--- src/rtl/core/spdc_pkg.sv ---
// Shared types, constants and the CRC-16 byte update for the sync packet deframer.
`default_nettype none
package spdc_pkg;

	localparam int unsigned MAX_PAYLOAD = 1023;
	localparam int unsigned LEN_W       = 10;
	localparam int unsigned CNT_W       = 10;

	localparam logic [7:0] SYNC_BYTE = 8'hFA;

	// parser phase codes
	localparam logic [2:0] PH_HUNT    = 3'd0;
	localparam logic [2:0] PH_GROUP   = 3'd1;
	localparam logic [2:0] PH_MASKS   = 3'd2;
	localparam logic [2:0] PH_PAYLOAD = 3'd3;
	localparam logic [2:0] PH_CRC     = 3'd4;
	localparam logic [2:0] PH_VERDICT = 3'd5;

	localparam logic KIND_PAYLOAD = 1'b0;
	localparam logic KIND_VERDICT = 1'b1;

	localparam logic [CNT_W-1:0] LAST_MASK_IDX = CNT_W'(5);

	typedef struct packed {
		logic             kind;
		logic [CNT_W-1:0] offset;
		logic [7:0]       data_byte;
		logic [7:0]       group_select;
		logic [15:0]      mask_first;
		logic [15:0]      mask_second;
		logic [15:0]      mask_third;
		logic             crc_ok;
	} result_t;

	// CRC-16, polynomial 0x1021, byte at a time, no reflection
	function automatic logic [15:0] crc16_byte(input logic [15:0] crc_in, input logic [7:0] b);
		logic [15:0] c;
		c = {crc_in[7:0], crc_in[15:8]};
		c = c ^ {8'h00, b};
		c = c ^ {12'h000, c[7:4]};
		c = c ^ {c[3:0], 12'h000};
		c = c ^ {3'b000, c[7:0], 5'b00000};
		return c;
	endfunction

endpackage
`default_nettype wire

--- src/rtl/core/sync_packet_deframer_crc16_top.sv ---
// Top level of the sync packet deframer: input register, parser and result register.
//
// Input channel: rx_byte with in_valid / in_stall; a word is taken at a clock edge
// with in_valid high and in_stall low. Output channel: one result word per payload
// byte (kind 0, offset, data_byte) and one verdict word per packet (kind 1,
// group_select, three masks, crc_ok), with out_valid / out_stall.
// Configuration: cfg_data carries payload_len, written when cfg_valid and cfg_ready
// are high; cfg_ready is always high. Write only while the block is idle.
// A taken input word is captured in the input register; the parser logic then writes
// its result into the result register; a receiver stall can hold it in between.
// Throughput: one word per cycle while the receiver does not stall; the CRC byte
// update and counter compare sit in a single stage between the two registers.
// When the receiver stalls, the result register holds and the input register fills;
// in_stall rises once both are full and falls as soon as the result is taken.
// Reset: asynchronous, active low; the parser returns to hunting for the sync byte,
// payload_len returns to 440 and both registers are emptied.
`default_nettype none
module sync_packet_deframer_crc16_top (
	input  wire                          clk,
	input  wire                          arst_n,
	input  wire                          in_valid,
	output logic                         in_stall,
	input  wire  [7:0]                   rx_byte,
	output logic                         out_valid,
	input  wire                          out_stall,
	output logic                         kind,
	output logic [9:0]                   offset,
	output logic [7:0]                   data_byte,
	output logic [7:0]                   group_select,
	output logic [15:0]                  mask_first,
	output logic [15:0]                  mask_second,
	output logic [15:0]                  mask_third,
	output logic                         crc_ok,
	input  wire                          cfg_valid,
	output logic                         cfg_ready,
	input  wire  [spdc_pkg::LEN_W-1:0]   cfg_data
);
	import spdc_pkg::*;

	localparam logic [LEN_W-1:0] LEN_RESET = LEN_W'(440);

	logic [LEN_W-1:0] payload_len_q;
	logic             valid_s1;
	logic [7:0]       byte_s1;
	logic             out_valid_q;
	result_t          res_q;
	logic             advance;
	logic             res_valid;
	result_t          res;

	assign cfg_ready = 1'b1;
	assign advance   = !out_valid_q || !out_stall;
	assign in_stall  = valid_s1 && !advance;

	always_ff @(posedge clk or negedge arst_n) begin
		if (!arst_n) begin
			payload_len_q <= LEN_RESET;
		end else if (cfg_valid && cfg_ready) begin
			payload_len_q <= cfg_data;
		end
	end

	always_ff @(posedge clk or negedge arst_n) begin
		if (!arst_n) begin
			valid_s1 <= 1'b0;
		end else if (!in_stall) begin
			valid_s1 <= in_valid;
		end
	end

	always_ff @(posedge clk) begin
		if (!in_stall && in_valid) begin
			byte_s1 <= rx_byte;
		end
	end

	spdc_parser u_parser (
		.clk         (clk),
		.arst_n      (arst_n),
		.step        (valid_s1 && advance),
		.rx_byte     (byte_s1),
		.payload_len (payload_len_q),
		.res_valid   (res_valid),
		.res         (res)
	);

	// hold the result while the receiver stalls
	always_ff @(posedge clk or negedge arst_n) begin
		if (!arst_n) begin
			out_valid_q <= 1'b0;
		end else if (advance) begin
			out_valid_q <= valid_s1 && res_valid;
		end
	end

	always_ff @(posedge clk) begin
		if (advance && valid_s1 && res_valid) begin
			res_q <= res;
		end
	end

	assign out_valid    = out_valid_q;
	assign kind         = res_q.kind;
	assign offset       = res_q.offset;
	assign data_byte    = res_q.data_byte;
	assign group_select = res_q.group_select;
	assign mask_first   = res_q.mask_first;
	assign mask_second  = res_q.mask_second;
	assign mask_third   = res_q.mask_third;
	assign crc_ok       = res_q.crc_ok;

endmodule
`default_nettype wire

--- src/rtl/core/spdc_parser.sv ---
// Framing state machine: hunt, header, payload, CRC and verdict generation.
`default_nettype none
module spdc_parser (
	input  wire                          clk,
	input  wire                          arst_n,
	input  wire                          step,
	input  wire  [7:0]                   rx_byte,
	input  wire  [spdc_pkg::LEN_W-1:0]   payload_len,
	output logic                         res_valid,
	output spdc_pkg::result_t            res
);
	import spdc_pkg::*;

	logic [2:0]       phase_q, phase_d;
	logic [CNT_W-1:0] count_q, count_d;
	logic [15:0]      crc_q, crc_d;
	logic [7:0]       group_q, group_d;
	logic [15:0]      mask_q [3];
	logic [15:0]      mask_d [3];
	logic [15:0]      rcrc_q, rcrc_d;

	logic [15:0]      crc_next;
	logic [1:0]       mask_idx;
	logic [LEN_W-1:0] eff_len;
	logic [CNT_W:0]   count_inc;

	assign crc_next  = crc16_byte(crc_q, rx_byte);
	assign mask_idx  = count_q[2:1];
	assign eff_len   = (payload_len == '0) ? LEN_W'(1) : payload_len;
	assign count_inc = {1'b0, count_q} + (CNT_W+1)'(1);

	always_comb begin
		phase_d   = phase_q;
		count_d   = count_q;
		crc_d     = crc_q;
		group_d   = group_q;
		mask_d    = mask_q;
		rcrc_d    = rcrc_q;
		res_valid = 1'b0;
		res       = '0;
		unique case (phase_q)
			PH_GROUP: begin
				crc_d   = crc_next;
				group_d = rx_byte;
				count_d = '0;
				phase_d = PH_MASKS;
			end
			PH_MASKS: begin
				crc_d = crc_next;
				if (!count_q[0]) begin
					mask_d[mask_idx] = {8'h00, rx_byte};
				end else begin
					mask_d[mask_idx] = {mask_q[mask_idx][7:0], rx_byte};
				end
				if (count_q >= LAST_MASK_IDX) begin
					count_d = '0;
					phase_d = PH_PAYLOAD;
				end else begin
					count_d = count_inc[CNT_W-1:0];
				end
			end
			PH_PAYLOAD: begin
				crc_d         = crc_next;
				res_valid     = 1'b1;
				res.kind      = KIND_PAYLOAD;
				res.offset    = count_q;
				res.data_byte = rx_byte;
				if (count_inc >= {1'b0, eff_len}) begin
					count_d = '0;
					phase_d = PH_CRC;
				end else begin
					count_d = count_inc[CNT_W-1:0];
				end
			end
			PH_CRC: begin
				crc_d = crc_next;
				if (count_q == '0) begin
					rcrc_d  = {8'h00, rx_byte};
					count_d = CNT_W'(1);
				end else begin
					rcrc_d  = {rcrc_q[7:0], rx_byte};
					count_d = '0;
					phase_d = PH_VERDICT;
				end
			end
			PH_VERDICT: begin
				// consume the trailing byte without looking at it
				res_valid        = 1'b1;
				res.kind         = KIND_VERDICT;
				res.group_select = group_q;
				res.mask_first   = mask_q[0];
				res.mask_second  = mask_q[1];
				res.mask_third   = mask_q[2];
				res.crc_ok       = (crc_q == 16'h0000);
				count_d          = '0;
				phase_d          = PH_HUNT;
			end
			default: begin
				count_d = '0;
				phase_d = PH_HUNT;
				if (rx_byte == SYNC_BYTE) begin
					crc_d   = 16'h0000;
					phase_d = PH_GROUP;
				end
			end
		endcase
	end

	always_ff @(posedge clk or negedge arst_n) begin
		if (!arst_n) begin
			phase_q <= PH_HUNT;
			count_q <= '0;
			crc_q   <= '0;
			group_q <= '0;
			mask_q  <= '{default: '0};
			rcrc_q  <= '0;
		end else if (step) begin
			phase_q <= phase_d;
			count_q <= count_d;
			crc_q   <= crc_d;
			group_q <= group_d;
			mask_q  <= mask_d;
			rcrc_q  <= rcrc_d;
		end
	end

endmodule
`default_nettype wire

--- config.mk ---
export PLATFORM = sky130hd
export DESIGN_NAME = sync_packet_deframer_crc16_top
export DESIGN_NICKNAME = d
export VERILOG_FILES = /design/src/rtl/core/spdc_pkg.sv /design/src/rtl/core/sync_packet_deframer_crc16_top.sv /design/src/rtl/core/spdc_parser.sv
export SDC_FILE = /design/constraint.sdc
export NUM_CORES = 1
export LEC_CHECK = 0
export BUFFER_PORTS_ARGS = -buffer_cell sky130_fd_sc_hd__buf_4
export CORE_UTILIZATION = 45
export DETAILED_ROUTE_END_ITERATION = 12
export SYNTH_ARGS = -nofsm -noshare
export SYNTH_HDL_FRONTEND = slang
export SYNTH_SLANG_ARGS = --single-unit
--- constraint.sdc ---
create_clock -name clk -period 10.35 [get_ports clk]
set_input_delay 1.5525 -clock clk [delete_from_list [all_inputs] [get_ports clk]]
set_output_delay 1.5525 -clock clk [all_outputs]
set_load 0.02 [all_outputs]
# Word level (Yosys, flattened, before mapping)
# Index checks and enable logic that the tools add are counted.
[classes]
n_addsub = 1
mul = 0
n_div = 0
order_cmp = 4
eq_ne = 9
shifts = 0
muxes = 22
n_bitwise = 6
n_reduce_logical = 21
[op_table]
columns = ["operator", "count"]
rows = [
  ["$bwmux 48", 2],
  ["$mux 48", 1],
  ["$bmux 16 s2", 1],
  ["$demux 16 s2", 1],
  ["$mux 16", 2],
  ["$pmux 16 s2", 1],
  ["$mux 10", 3],
  ["$pmux 10 s3", 1],
  ["$logic_not 10->1", 2],
  ["$logic_not 16->1", 1],
  ["$mux 8", 2],
  ["$xor 16x13->16", 1],
  ["$xor 16x16->16", 1],
  ["$xor 16x4->16", 1],
  ["$xor 16x8->16", 1],
  ["$pmux 3 s5", 1],
  ["$add 10x1->11 const B", 1],
  ["$ge 11x10->1", 1],
  ["$ge 10x3->1 const B", 1],
  ["$mux 3", 3],
  ["$eq 8x8->1 const B", 1],
  ["$eq 3x2->1 const B", 2],
  ["$eq 3x3->1 const B", 2],
  ["$logic_and 1x1->1", 6],
  ["16 further kinds", 24],
]
[totals]
register_bits = 181
latch_bits = 0
ram_bits = 0
rom_bits = 0
input_bits = 23
wordCells = 82
memories = 0

# Longest topological paths before layout
# Gate-level depths: netlist of the first run.
[logic_depth]
ltp_word = 7
mapped_depth = 13

# Hierarchy
# A second synthesis of the first run with hierarchy kept.
[unflattened]
cells_unflattened = 572
hier_area_um2 = 7805.0
[by_module_without_submodules]
columns = ["mod", "instances", "cells_per_inst", "area_per_inst_um2", "seq_area_each_um2"]
rows = [
  ["spdc_parser", 1, 454, 4759.6, 2127.0],
  ["sync_packet_deframer_crc16_top", 1, 118, 3045.4, 2829.0],
]

# Least setup slack after synthesis of the first run
# No wires, ideal clock.
[synth_timing]
path_type = "input port to flip-flop"
startpoint = "input out_stall"
endpoint = "register res_q (netlist bit crc_ok), enable pin"
setup_ns = 0.510
arrival_ns = 5.149
required_time_ns = 9.840
path_slack_ns = 4.690
stages = 4
cell_sequence = "nand2_1 -> nand2_1 -> clkbuf_1 -> nor2_1"
[synth_via]
elab_chain_cells = 4
[synth_lines]
columns = ["item", "line", "source"]
rows = [
  ["start, declared", "sync_packet_deframer_crc16_top.sv:25", "input wire out_stall,"],
  ["$logic_not 1->1", "sync_packet_deframer_crc16_top.sv:52", "assign advance = !out_valid_q || !out_stall;"],
  ["$logic_or 1x1->1", "sync_packet_deframer_crc16_top.sv:52", ""],
  ["$logic_and 1x1->1 (2 in a row)", "sync_packet_deframer_crc16_top.sv:97", "if (advance && valid_s1 && res_valid) begin"],
  ["end signal, assigned", "sync_packet_deframer_crc16_top.sv:98", "res_q <= res;"],
  ["end, declared", "sync_packet_deframer_crc16_top.sv:46", "result_t res_q;"],
]
# No other way between the ends.
# A chain may end at the register's enable or synchronous reset.

# Worst setup path in the final report of the first run
[layout_timing]
startpoint = "input out_stall"
endpoint = "output in_stall"
[layout_via]
elab_chain_cells = 4
[layout_lines]
columns = ["item", "line", "source"]
rows = [
  ["$logic_not 1->1", "sync_packet_deframer_crc16_top.sv:52", ""],
  ["$logic_or 1x1->1", "sync_packet_deframer_crc16_top.sv:52", ""],
  ["$logic_not 1->1", "sync_packet_deframer_crc16_top.sv:53", "assign in_stall = valid_s1 && !advance;"],
  ["$logic_and 1x1->1", "sync_packet_deframer_crc16_top.sv:53", ""],
  ["end, declared", "sync_packet_deframer_crc16_top.sv:22", "output logic in_stall,"],
]
# No other way between the ends.

==> results of run 1 <==
[worst register-to-register path: stages (launching register included)]
cell and delay [ns]:
dfrtp_1 0.51, nand2b_1 0.26, nor2_1 0.69, nor2_1 0.20, nor2_4 0.80, buf_4 0.56
[placed cells by master, fill, tap and decap left out, drive strengths merged, types with 2 or more instances in the layout]
| master | count |
|---|---|
| inv | 19 |
| edfxtp | 84 |
| clkinv | 5 |
| mux2i | 8 |
| nor3b | 3 |
| nor3 | 4 |
| xor2 | 12 |
| nand2b | 3 |
| nand4 | 7 |
| bufinv | 3 |
| buf | 104 |
| a21oi | 15 |
| a31oi | 2 |
| nor4 | 6 |
| dfrtp | 92 |
| nand3 | 5 |
| nor2b | 5 |
| nor2 | 33 |
| clkinvlp | 2 |
| clkbuf | 19 |
| mux2 | 57 |
| or2 | 3 |
| dfstp | 5 |
| xnor2 | 19 |
| a22o | 22 |
| o21ai | 18 |
| nand2 | 27 |
| and2 | 73 |
| ha | 14 |
[cell type report]
type / instances / share of cell area [%]
multi-input cells: 352 / 28.12
repair buffers: 104 / 8.390
flip-flops and latches: 181 / 53.26
clock inverters: 13 / 1.869
clock buffers: 19 / 4.760
inverters: 16 / 0.6454
well taps: 220 / 2.958
[final timing paths]
check,cells past startpoint,to,slack (ns),start
max,4,in_stall,6.81,out_stall
min,1,u_parser.group_q[1],0.50,u_parser.group_q[1]
max reg2reg,5,mask_second[6],6.94,u_parser.phase_q[2]
min reg2reg,1,u_parser.group_q[1],0.50,u_parser.group_q[1]
max in group asynchronous,2,asynchronous set/reset pin,8.10,arst_n
min in group asynchronous,1,payload_len_q[6],1.02,arst_n
[layer usage]
layer  track usage (%)  vias up
li1                  -     2228
met1             23.67     2275
met3             4.718       24
met4             6.818        0
met2             28.13      113
met5                 0        -
[per-stage QoR]
step | utilization (%) | instances | worst slack, ns | power (mW) | hold WS (ns)
2_1_floorplan | - | 576 | 4.690 | 1.580 | 0.4705
3_3_place_gp | 52.02 | 873 | 6.410 | 1.767 | 0.4830
3_5_place_dp | 52.02 | 873 | 6.335 | 1.789 | 0.4853
4_1_cts | 55.72 | 905 | 6.792 | 2.454 | 0.5003
5_1_grt | 55.72 | 905 | 6.661 | 2.571 | 0.5120
6_report | 55.72 | 905 | 6.815 | 2.433 | 0.4956
[power by group through the flow]
| stage | clock [mW] | combinational [mW] | sequential, mW |
|---|---|---|---|
| after detailed placement | 0 | 0.692 | 1.10 |
| after global placement | 0 | 0.677 | 1.09 |
| final | 0.663 | 0.688 | 1.08 |
| after CTS | 0.674 | 0.697 | 1.08 |
| after floorplan | 0 | 0.456 | 1.12 |
| after global routing | 0.708 | 0.755 | 1.11 |
[cell families (layout without fill, tap and decap cells)]
logic type               count (synthesis)  count (layout)  share of synthesized area [%]
adder cells (fa/ha/maj)                 14              14                          2.260
buffers and inverters                   43             152                          2.485
XOR/XNOR                                31              31                          3.502
other                                    1               1                        0.04837
AO/OA/AOI/OAI                           68              68                          6.295
multiplexers                            65              65                          9.313
AND/OR/NAND/NOR                        173             173                          12.17
flip-flops                             181             181                          63.93
==> out/metrics.yaml, run 1 <==
outcome:
  status: "finished clean"
critical_path:
  cpPeakStageDelay_ns: 0.15
  cpMostUsedCell: "buf_4"
  cp-start-kind: "input port"
  cp_top_family: "buffers and inverters"
  end_kind: "primary output"
  path_cells: "buf_4 -> nand3_1 -> inv_1 -> buf_4"
  crit_path_top_delay_cell: "buf_4"
  crit_arrival_ns: 1.98
  crit_path_max_fanout: 3
  critPathBufInv: 3
  cp.required_ns: 8.80
  path_class: "in -> out"
sta:
  setup_violations: 0
  fin_crit_ns: 3.535
  rsz0062_at_grt: "false"
  fin_tns_setup_ns: 0
  maxSlewViolCount: 0
  finClkSkew_ns: 0.008106
  max_freq_mhz: 282.9
  worstMarginPinSlew_ns: 1.121
  max_slew_margin_pct: 24.98
  final-hold-violation-count: 0
  finalCritPeriodShare_pct: 34.16
drt:
  num_vias: 4640
  met3WireLength_microns: 670
  first_iter_violations: 240
  met2_length_mm: 6.938
  first_pass_iters: 4
  drt_wl_total_mm: 14.66
  wire_per_inst_microns: 16.20
  wl_met1_mm: 6.749
  antenna_left: 0
  highest-signal-layer: "met4"
  vias_per_cell: 5.127
  drcViolationCount: 0
synth:
  yosysUniqueCellTypes: 51
  yosysWarnings: 0
  synthDominantCellAreaShare_pct: 32.54
  syn_area_sq_um: 7752
  synthTopCellsByArea: "edfxtp_1 (33%), dfrtp_1 (30%), mux2_2 (8.3%)"
  synth_edf_count: 84
  yosys.area.top_type: "edfxtp_1"
  mappedNetlistNets: 613
  synth_cells: 576
  ys.flop_type: "dfrtp_1"
  yosysSeqAreaShare_pct: 63.93
  async_flop_share_pct: 53.59
  synth.most_common_cell: "dfrtp_1"
  syn_avg_cell_area_sq_um: 13.46
  synthTopCellsByCount: "dfrtp_1 (92), edfxtp_1 (84), and2_1 (72)"
  synth-seq-cells: 181
cells_and_area:
  regArea_sq_um: 4956
  antenna_cells: 0
  multi_input_area_sq_um: 2616
  syn_to_final_growth_pct: 20.03
  final_cell_area_sq_um: 9305
  final_nets: 709
  nFillCells: 1447
  drive_gt1_share_pct: 30.22
power:
  pwr-share-comb_pct: 28.3
  p_clk_share_pct: 27.2
  ir_drop_mv: 0.1306
  switching_share_pct: 31.70
  power.switching_mw: 0.7712
  powerDensity_nw_per_um2: 261.5
  p_int_mw: 1.662
  p_leak_nw: 4.013
  p_seq_share_pct: 44.5
global_route:
  grt_pass1_vias: 4605
  grt_usage_pct: 17.84
  grt_max_degree: 71
  overflow: 0
  antenna_found_initial: 0
  grt_pass1_wl_mm: 24.05
cts:
  clk_path_buf_depth: 2
  cts.sinks: 181
  postCtsHoldBufs: 0
  cts-buffers-inserted: 17
  clk_latency_ns: 0.43
  htreeDepth: 4
  clk_root_buffer_cell: "clkbuf_16"
  cts_setup_buffers: 0
  clk_pin_slew_ns: 0.06
  cts_tree: "done"
  cts_resized: 0
floorplan:
  dieArea_sq_um: 17760
  fp.dieW_microns: 133.3
  start_util_pct: 46.42
  io_pins: 102
  rows: 47
  die_y_microns: 133.3
  coreArea_sq_um: 16700
place:
  hpwl_mm: 9.983
  io_buffers: 100
  placed_area_sq_um: 8688
  gp_congestion: 0.7977
min_path:
  hp-class: "reg -> reg"
flow_run:
  cap_violations: 0
Power figures use the tool's default switching activity.
==> inputs of run 2 (changes only) <==
Clock period 10.35 ns to 3.6 ns, I/O delays scaled along.
==> out/metrics.yaml, run 2 (synthesis results as in run 1) <==
outcome:
  status: "finished clean"
power:
  p_leak_nw: 4.022
  ir_drop_mv: 0.4407
  p_int_mw: 4.689
  p_seq_share_pct: 45.1
  p_clk_share_pct: 25.8
  pwr-share-comb_pct: 29.2
  powerDensity_nw_per_um2: 740.2
  power.switching_mw: 2.201
  switching_share_pct: 31.95
cells_and_area:
  final_nets: 714
  regArea_sq_um: 4956
  multi_input_area_sq_um: 2616
  final_common_cell: "buf_4"
  fin_cells: 910
  drive_gt1_share_pct: 30.87
  syn_to_final_growth_pct: 20.06
  layout_common_cells: "buf_4 (108), dfrtp_1 (92), edfxtp_1 (84)"
  nFillCells: 1450
  antenna_cells: 0
floorplan:
  dieArea_sq_um: 17760
  die_y_microns: 133.3
  rows: 47
  fp.dieW_microns: 133.3
  start_util_pct: 46.42
  io_pins: 102
  coreArea_sq_um: 16700
critical_path:
  cpPeakStageDelay_ns: 0.65
  cp.required_ns: 3.97
  r2r-end: "u_parser.count_q[5]"
  crit_path_max_fanout: 14
  crit_arrival_ns: 3.43
  crit_path_top_delay_cell: "dfrtp_1"
  timing.rr.start: "u_parser.count_q[1]"
  critPathBufInv: 0
  end_kind: "flip-flop"
  r2r_cells: 11
  cp_top_family: "compound AO/OA/AOI/OAI gates"
  cpMostUsedCell: "ha_1"
  path_class: "reg -> reg"
  worst-path-stages: 11
  ff2ff_setup_slack_ns: 0.54
  cp-start-kind: "flip-flop"
  path_cells: "ha_1 -> and2_1 -> nand4_1 -> xnor2_1 -> ha_1 -> a21oi_1 -> nor2b_1 -> o41ai_4 -> o211a_1 -> a21boi_1 -> a21o_1"
cts:
  clk_root_buffer_cell: "clkbuf_16"
  clk_path_buf_depth: 2
  postCtsHoldBufs: 0
  clk_latency_ns: 0.43
  cts_tree: "done"
  cts_setup_buffers: 0
  cts.sinks: 181
  htreeDepth: 4
  cts_resized: 0
  clk_pin_slew_ns: 0.07
  cts-buffers-inserted: 17
drt:
  vias_per_cell: 5.055
  antenna_left: 0
  first_iter_violations: 258
  drcViolationCount: 0
  drt_wl_total_mm: 14.96
  wire_per_inst_microns: 16.44
  first_pass_iters: 5
  num_vias: 4600
sta:
  rsz0062_at_grt: "false"
  final-hold-violation-count: 0
  finalCritPeriodShare_pct: 84.97
  fin_tns_setup_ns: 0
  worstMarginPinSlew_ns: 1.018
  max_freq_mhz: 326.9
  finClkSkew_ns: 0.009714
  fin_crit_ns: 3.059
  max_slew_margin_pct: 31.90
  setup_violations: 0
  maxSlewViolCount: 0
place:
  io_buffers: 100
  hpwl_mm: 9.978
  gp_congestion: 0.8306
  dp.cells: 878
global_route:
  antenna_found_initial: 0
  grt_pass1_wl_mm: 24.51
  overflow: 0
  grt_usage_pct: 18.13
  grt_max_degree: 77
  grt_pass1_vias: 4669
min_path:
  hp-class: "in -> async"
flow_run:
  cap_violations: 0
==> run 2: cell count changes in the layout (fill, tap and decap cells not counted) <==
cell	change
buf_4	+4
clkinv_2	+3
bufinv_16	-2
clkbuf_8	+2
clkinv_4	-2
buf_12	+1
clkinv_1	-1
clkinv_8	-1
clkinvlp_4	+1
==> run 2: metrics by stage <==
| stage | hold WS [ns] | area, sq um | setup slack [ns] | utilization, % | power [mW] |
|---|---|---|---|---|---|
| global placement | 0.4815 | 8738 | 0.6709 | 52.32 | 5.112 |
| global route | 0.2650 | 9308 | 0.2432 | 55.73 | 7.272 |
| detailed placement | 0.4870 | 8738 | 0.5885 | 52.32 | 5.174 |
| CTS | 0.2411 | 9308 | 0.5472 | 55.73 | 6.953 |
| floorplan | 0.2444 | 7760 | 0.8002 | - | 4.532 |
| finish | 0.1896 | 9308 | 0.5411 | 55.73 | 6.890 |
==> run 2: worst register-to-register path, delay by kind of cell (launching register included) <==
| family | cells | cell delay (ns) |
|---|---|---|
| flip-flops | 1 | 0.65 |
| adder cells (fa/ha/maj) | 2 | 0.60 |
| XOR/XNOR | 1 | 0.22 |
| AO/OA/AOI/OAI | 5 | 1.16 |
| AND/OR/NAND/NOR | 3 | 0.39 |
==> run 2: power groups by stage <==
| stage | combinational (mW) | clock, mW | sequential (mW) |
|---|---|---|---|
| 3_3_place_gp | 1.99 | 0 | 3.12 |
| 5_1_grt | 2.21 | 1.89 | 3.17 |
| 3_5_place_dp | 2.03 | 0 | 3.14 |
| 2_1_floorplan | 1.32 | 0 | 3.21 |
| 4_1_cts | 2.04 | 1.81 | 3.10 |
| 6_report | 2.01 | 1.77 | 3.10 |
==> run 2: area by class of cell <==
| class | count | area share (%) |
|---|---|---|
| clock inverters | 11 | 1.062 |
| inverters | 16 | 0.6452 |
| repair buffers | 109 | 8.926 |
| clock buffers | 21 | 5.054 |
| flip-flops and latches | 181 | 53.25 |
| well taps | 220 | 2.957 |
| multi-input cells | 352 | 28.11 |
==> run 2: routing by layer <==
layer / up-vias / track usage [%] / share of wire (%)
met5: - / 0 / 0
met3: 17 / 4.033 / 4.3
met2: 113 / 29.14 / 48
met1: 2232 / 24.17 / 46
met4: 0 / 6.692 / 1.5
li1: 2238 / - / -
==> run 2: how the worst max path moves through the flow <==
stage	to	startpoint
after floorplan	crc_ok	u_parser.phase_q[2]
after global placement	u_parser.count_q[5]	u_parser.count_q[1]
after detailed placement	u_parser.count_q[5]	u_parser.count_q[1]
after CTS	u_parser.count_q[5]	u_parser.count_q[1]
after global routing	u_parser.count_q[5]	u_parser.count_q[1]
final	u_parser.count_q[5]	u_parser.count_q[1]
==> inputs of run 3 (changes only) <==
Settings changed: ABC_AREA set to 1, PLACE_DENSITY set to 0.67.
Clock period 3.6 ns to 2.66 ns, I/O delays scaled along.
==> out/metrics.yaml, run 3 <==
floorplan:
  fp.dieW_microns: 134.0
  coreArea_sq_um: 16820
  die_y_microns: 134.0
  dieArea_sq_um: 17960
  rows: 47
  start_util_pct: 46.63
  io_pins: 102
synth:
  mappedNetlistNets: 795
  synth.most_common_cell: "nand2_1"
  synthTopCellsByArea: "edfxtp_1 (32%), dfrtp_1 (29%), nand2_1 (6.7%)"
  yosysWarnings: 0
  async_flop_share_pct: 53.59
  yosysSeqAreaShare_pct: 63.19
  yosys.area.top_type: "edfxtp_1"
  ys.flop_type: "dfrtp_1"
  synthTopCellsByCount: "nand2_1 (140), inv_1 (113), dfrtp_1 (92), nor2_1 (92), edfxtp_1 (84)"
  synth-seq-cells: 181
  synthDominantCellAreaShare_pct: 32.16
  synth_cells: 758
  yosysUniqueCellTypes: 39
  syn_area_sq_um: 7843
  synth_edf_count: 84
  syn_avg_cell_area_sq_um: 10.35
critical_path:
  cp-start-kind: "flip-flop"
  path_cells: "ha_1 -> nand2_1 -> nor2_1 -> nand2_1 -> nor2_1 -> xor2_1 -> inv_1 -> ha_1 -> nand3_1 -> nand3_1 -> nor2_1 -> nand2_1 -> nand2_4 -> nand3_1 -> nand2_1"
  cp_top_family: "simple AND/OR/NAND/NOR gates"
  cp.required_ns: 3.03
  crit_arrival_ns: 2.79
  end_kind: "flip-flop"
  crit_path_max_fanout: 10
  ff2ff_setup_slack_ns: 0.24
  path_class: "reg -> reg"
  r2r_cells: 15
  cpMostUsedCell: "nand2_1"
  cpPeakStageDelay_ns: 0.41
  timing.rr.start: "u_parser.count_q[1]"
  crit_path_top_delay_cell: "dfrtp_2"
  critPathBufInv: 1
  r2r-end: "u_parser.count_q[2]"
drt:
  wire_per_inst_microns: 14.50
  first_pass_iters: 5
  num_vias: 5388
  first_iter_violations: 463
  antenna_left: 0
  drcViolationCount: 0
  vias_per_cell: 4.894
  drt_wl_total_mm: 15.96
cells_and_area:
  antenna_cells: 0
  layout_common_cells: "nand2_1 (140), inv_1 (113), buf_4 (104)"
  final_nets: 905
  fin_util_pct: 56.69
  syn_to_final_growth_pct: 21.57
  final_common_cell: "nand2_1"
  drive_gt1_share_pct: 21.68
min_path:
  holdPathStages: 1
  hp-class: "in -> reg"
  hold_path_startpoint: "rx_byte[7]"
  hold_end: "byte_s1[7]"
sta:
  max_slew_margin_pct: 65.54
  max_freq_mhz: 413.4
  setup_violations: 0
  hold_slack_ns: 0.1383
  fin_tns_setup_ns: 0
  rsz0062_at_grt: "false"
  fin_ws_ns: 0.2409
  maxSlewViolCount: 0
  fin_crit_ns: 2.419
  finalCritPeriodShare_pct: 90.94
  worstMarginPinSlew_ns: 0.5157
  final-hold-violation-count: 0
  finClkSkew_ns: 0.008220
place:
  io_buffers: 100
  hpwl_mm: 11.32
  post-place-ws_ns: 0.2321
  gp_congestion: 0.8641
power:
  p_leak_nw: 4.272
  powerDensity_nw_per_um2: 891.2
  power_mw: 8.496
  ir_drop_mv: 0.5401
cts:
  cts-buffers-inserted: 17
  cts.sinks: 181
  clk_root_buffer_cell: "clkbuf_16"
  clk_latency_ns: 0.43
  clk_path_buf_depth: 2
  clk_pin_slew_ns: 0.07
  htreeDepth: 4
  cts_tree: "done"
global_route:
  overflow: 0
  grt_max_degree: 47
  antenna_found_initial: 0
  grt_pass1_wl_mm: 26.14
  grt_usage_pct: 18.93
  grt_pass1_vias: 5178
outcome:
  status: "finished clean"
flow_run:
  cap_violations: 0
-- run 3: metal layers --
| layer | vias to the layer above | global-route usage (%) | part of all wire, % |
|---|---|---|---|
| li1 | 2688 | - | - |
| met4 | 0 | 6.492 | 1.5 |
| met1 | 2536 | 25.92 | 47 |
| met2 | 143 | 30.40 | 47 |
| met5 | - | 0 | 0 |
| met3 | 21 | 3.553 | 4.4 |
-- run 3: layout make-up --
cell class / instances / area (sq um)
clock buffers: 17 / 425.4
clock inverters: 15 / 173.9
fillers: 1484 / 7284
inverters: 126 / 480.5
multi-input cells: 432 / 2331
flip-flops and latches: 181 / 4957
well taps: 220 / 275.3
repair buffers: 110 / 890.9
-- run 3: cells by family after synthesis --
logic type                 synth area share (%)
adders and majority gates                 2.234
DFF                                       63.19
xor gates and xnor gates                  2.968
AOI/OAI and AO/OA                         7.594
buffers and inverters                     7.275
and+or+nand+nor                           16.69
other                                   0.04782
-- run 3: report_power, final --
part           total (mW)  switching [mW]  internal, mW
Clock                2.56            1.08          1.48
Combinational        2.23            1.42         0.817
Sequential           3.70           0.272          3.43
-- run 3: timing repair --
item,in CTS,in global routing
hold buffers,1,0
gates resized for setup,0,3
setup endpoints to repair,0,10
setup buffers,0,0
hold endpoints to repair,24,0
-- run 3: worst max path at each step --
stage / start / end / slack, ns / depth (start not counted)
finish: u_parser.count_q[1] / u_parser.count_q[2] / 0.24 / 15
floorplan: out_valid / crc_ok / 0.09 / 4
detailed placement: u_parser.count_q[1] / u_parser.count_q[3] / 0.23 / 15
CTS: u_parser.count_q[1] / u_parser.count_q[2] / 0.20 / 15
global route: u_parser.count_q[1] / u_parser.count_q[2] / 0.007 / 15
global placement: u_parser.count_q[1] / u_parser.count_q[2] / 0.28 / 15
-- run 3: stage by stage --
stage	cell area [sq um]	instances
floorplan	7850	758
global placement	8916	1068
detailed placement	8916	1068
CTS	9525	1101
global route	9534	1101
finish	9534	1101
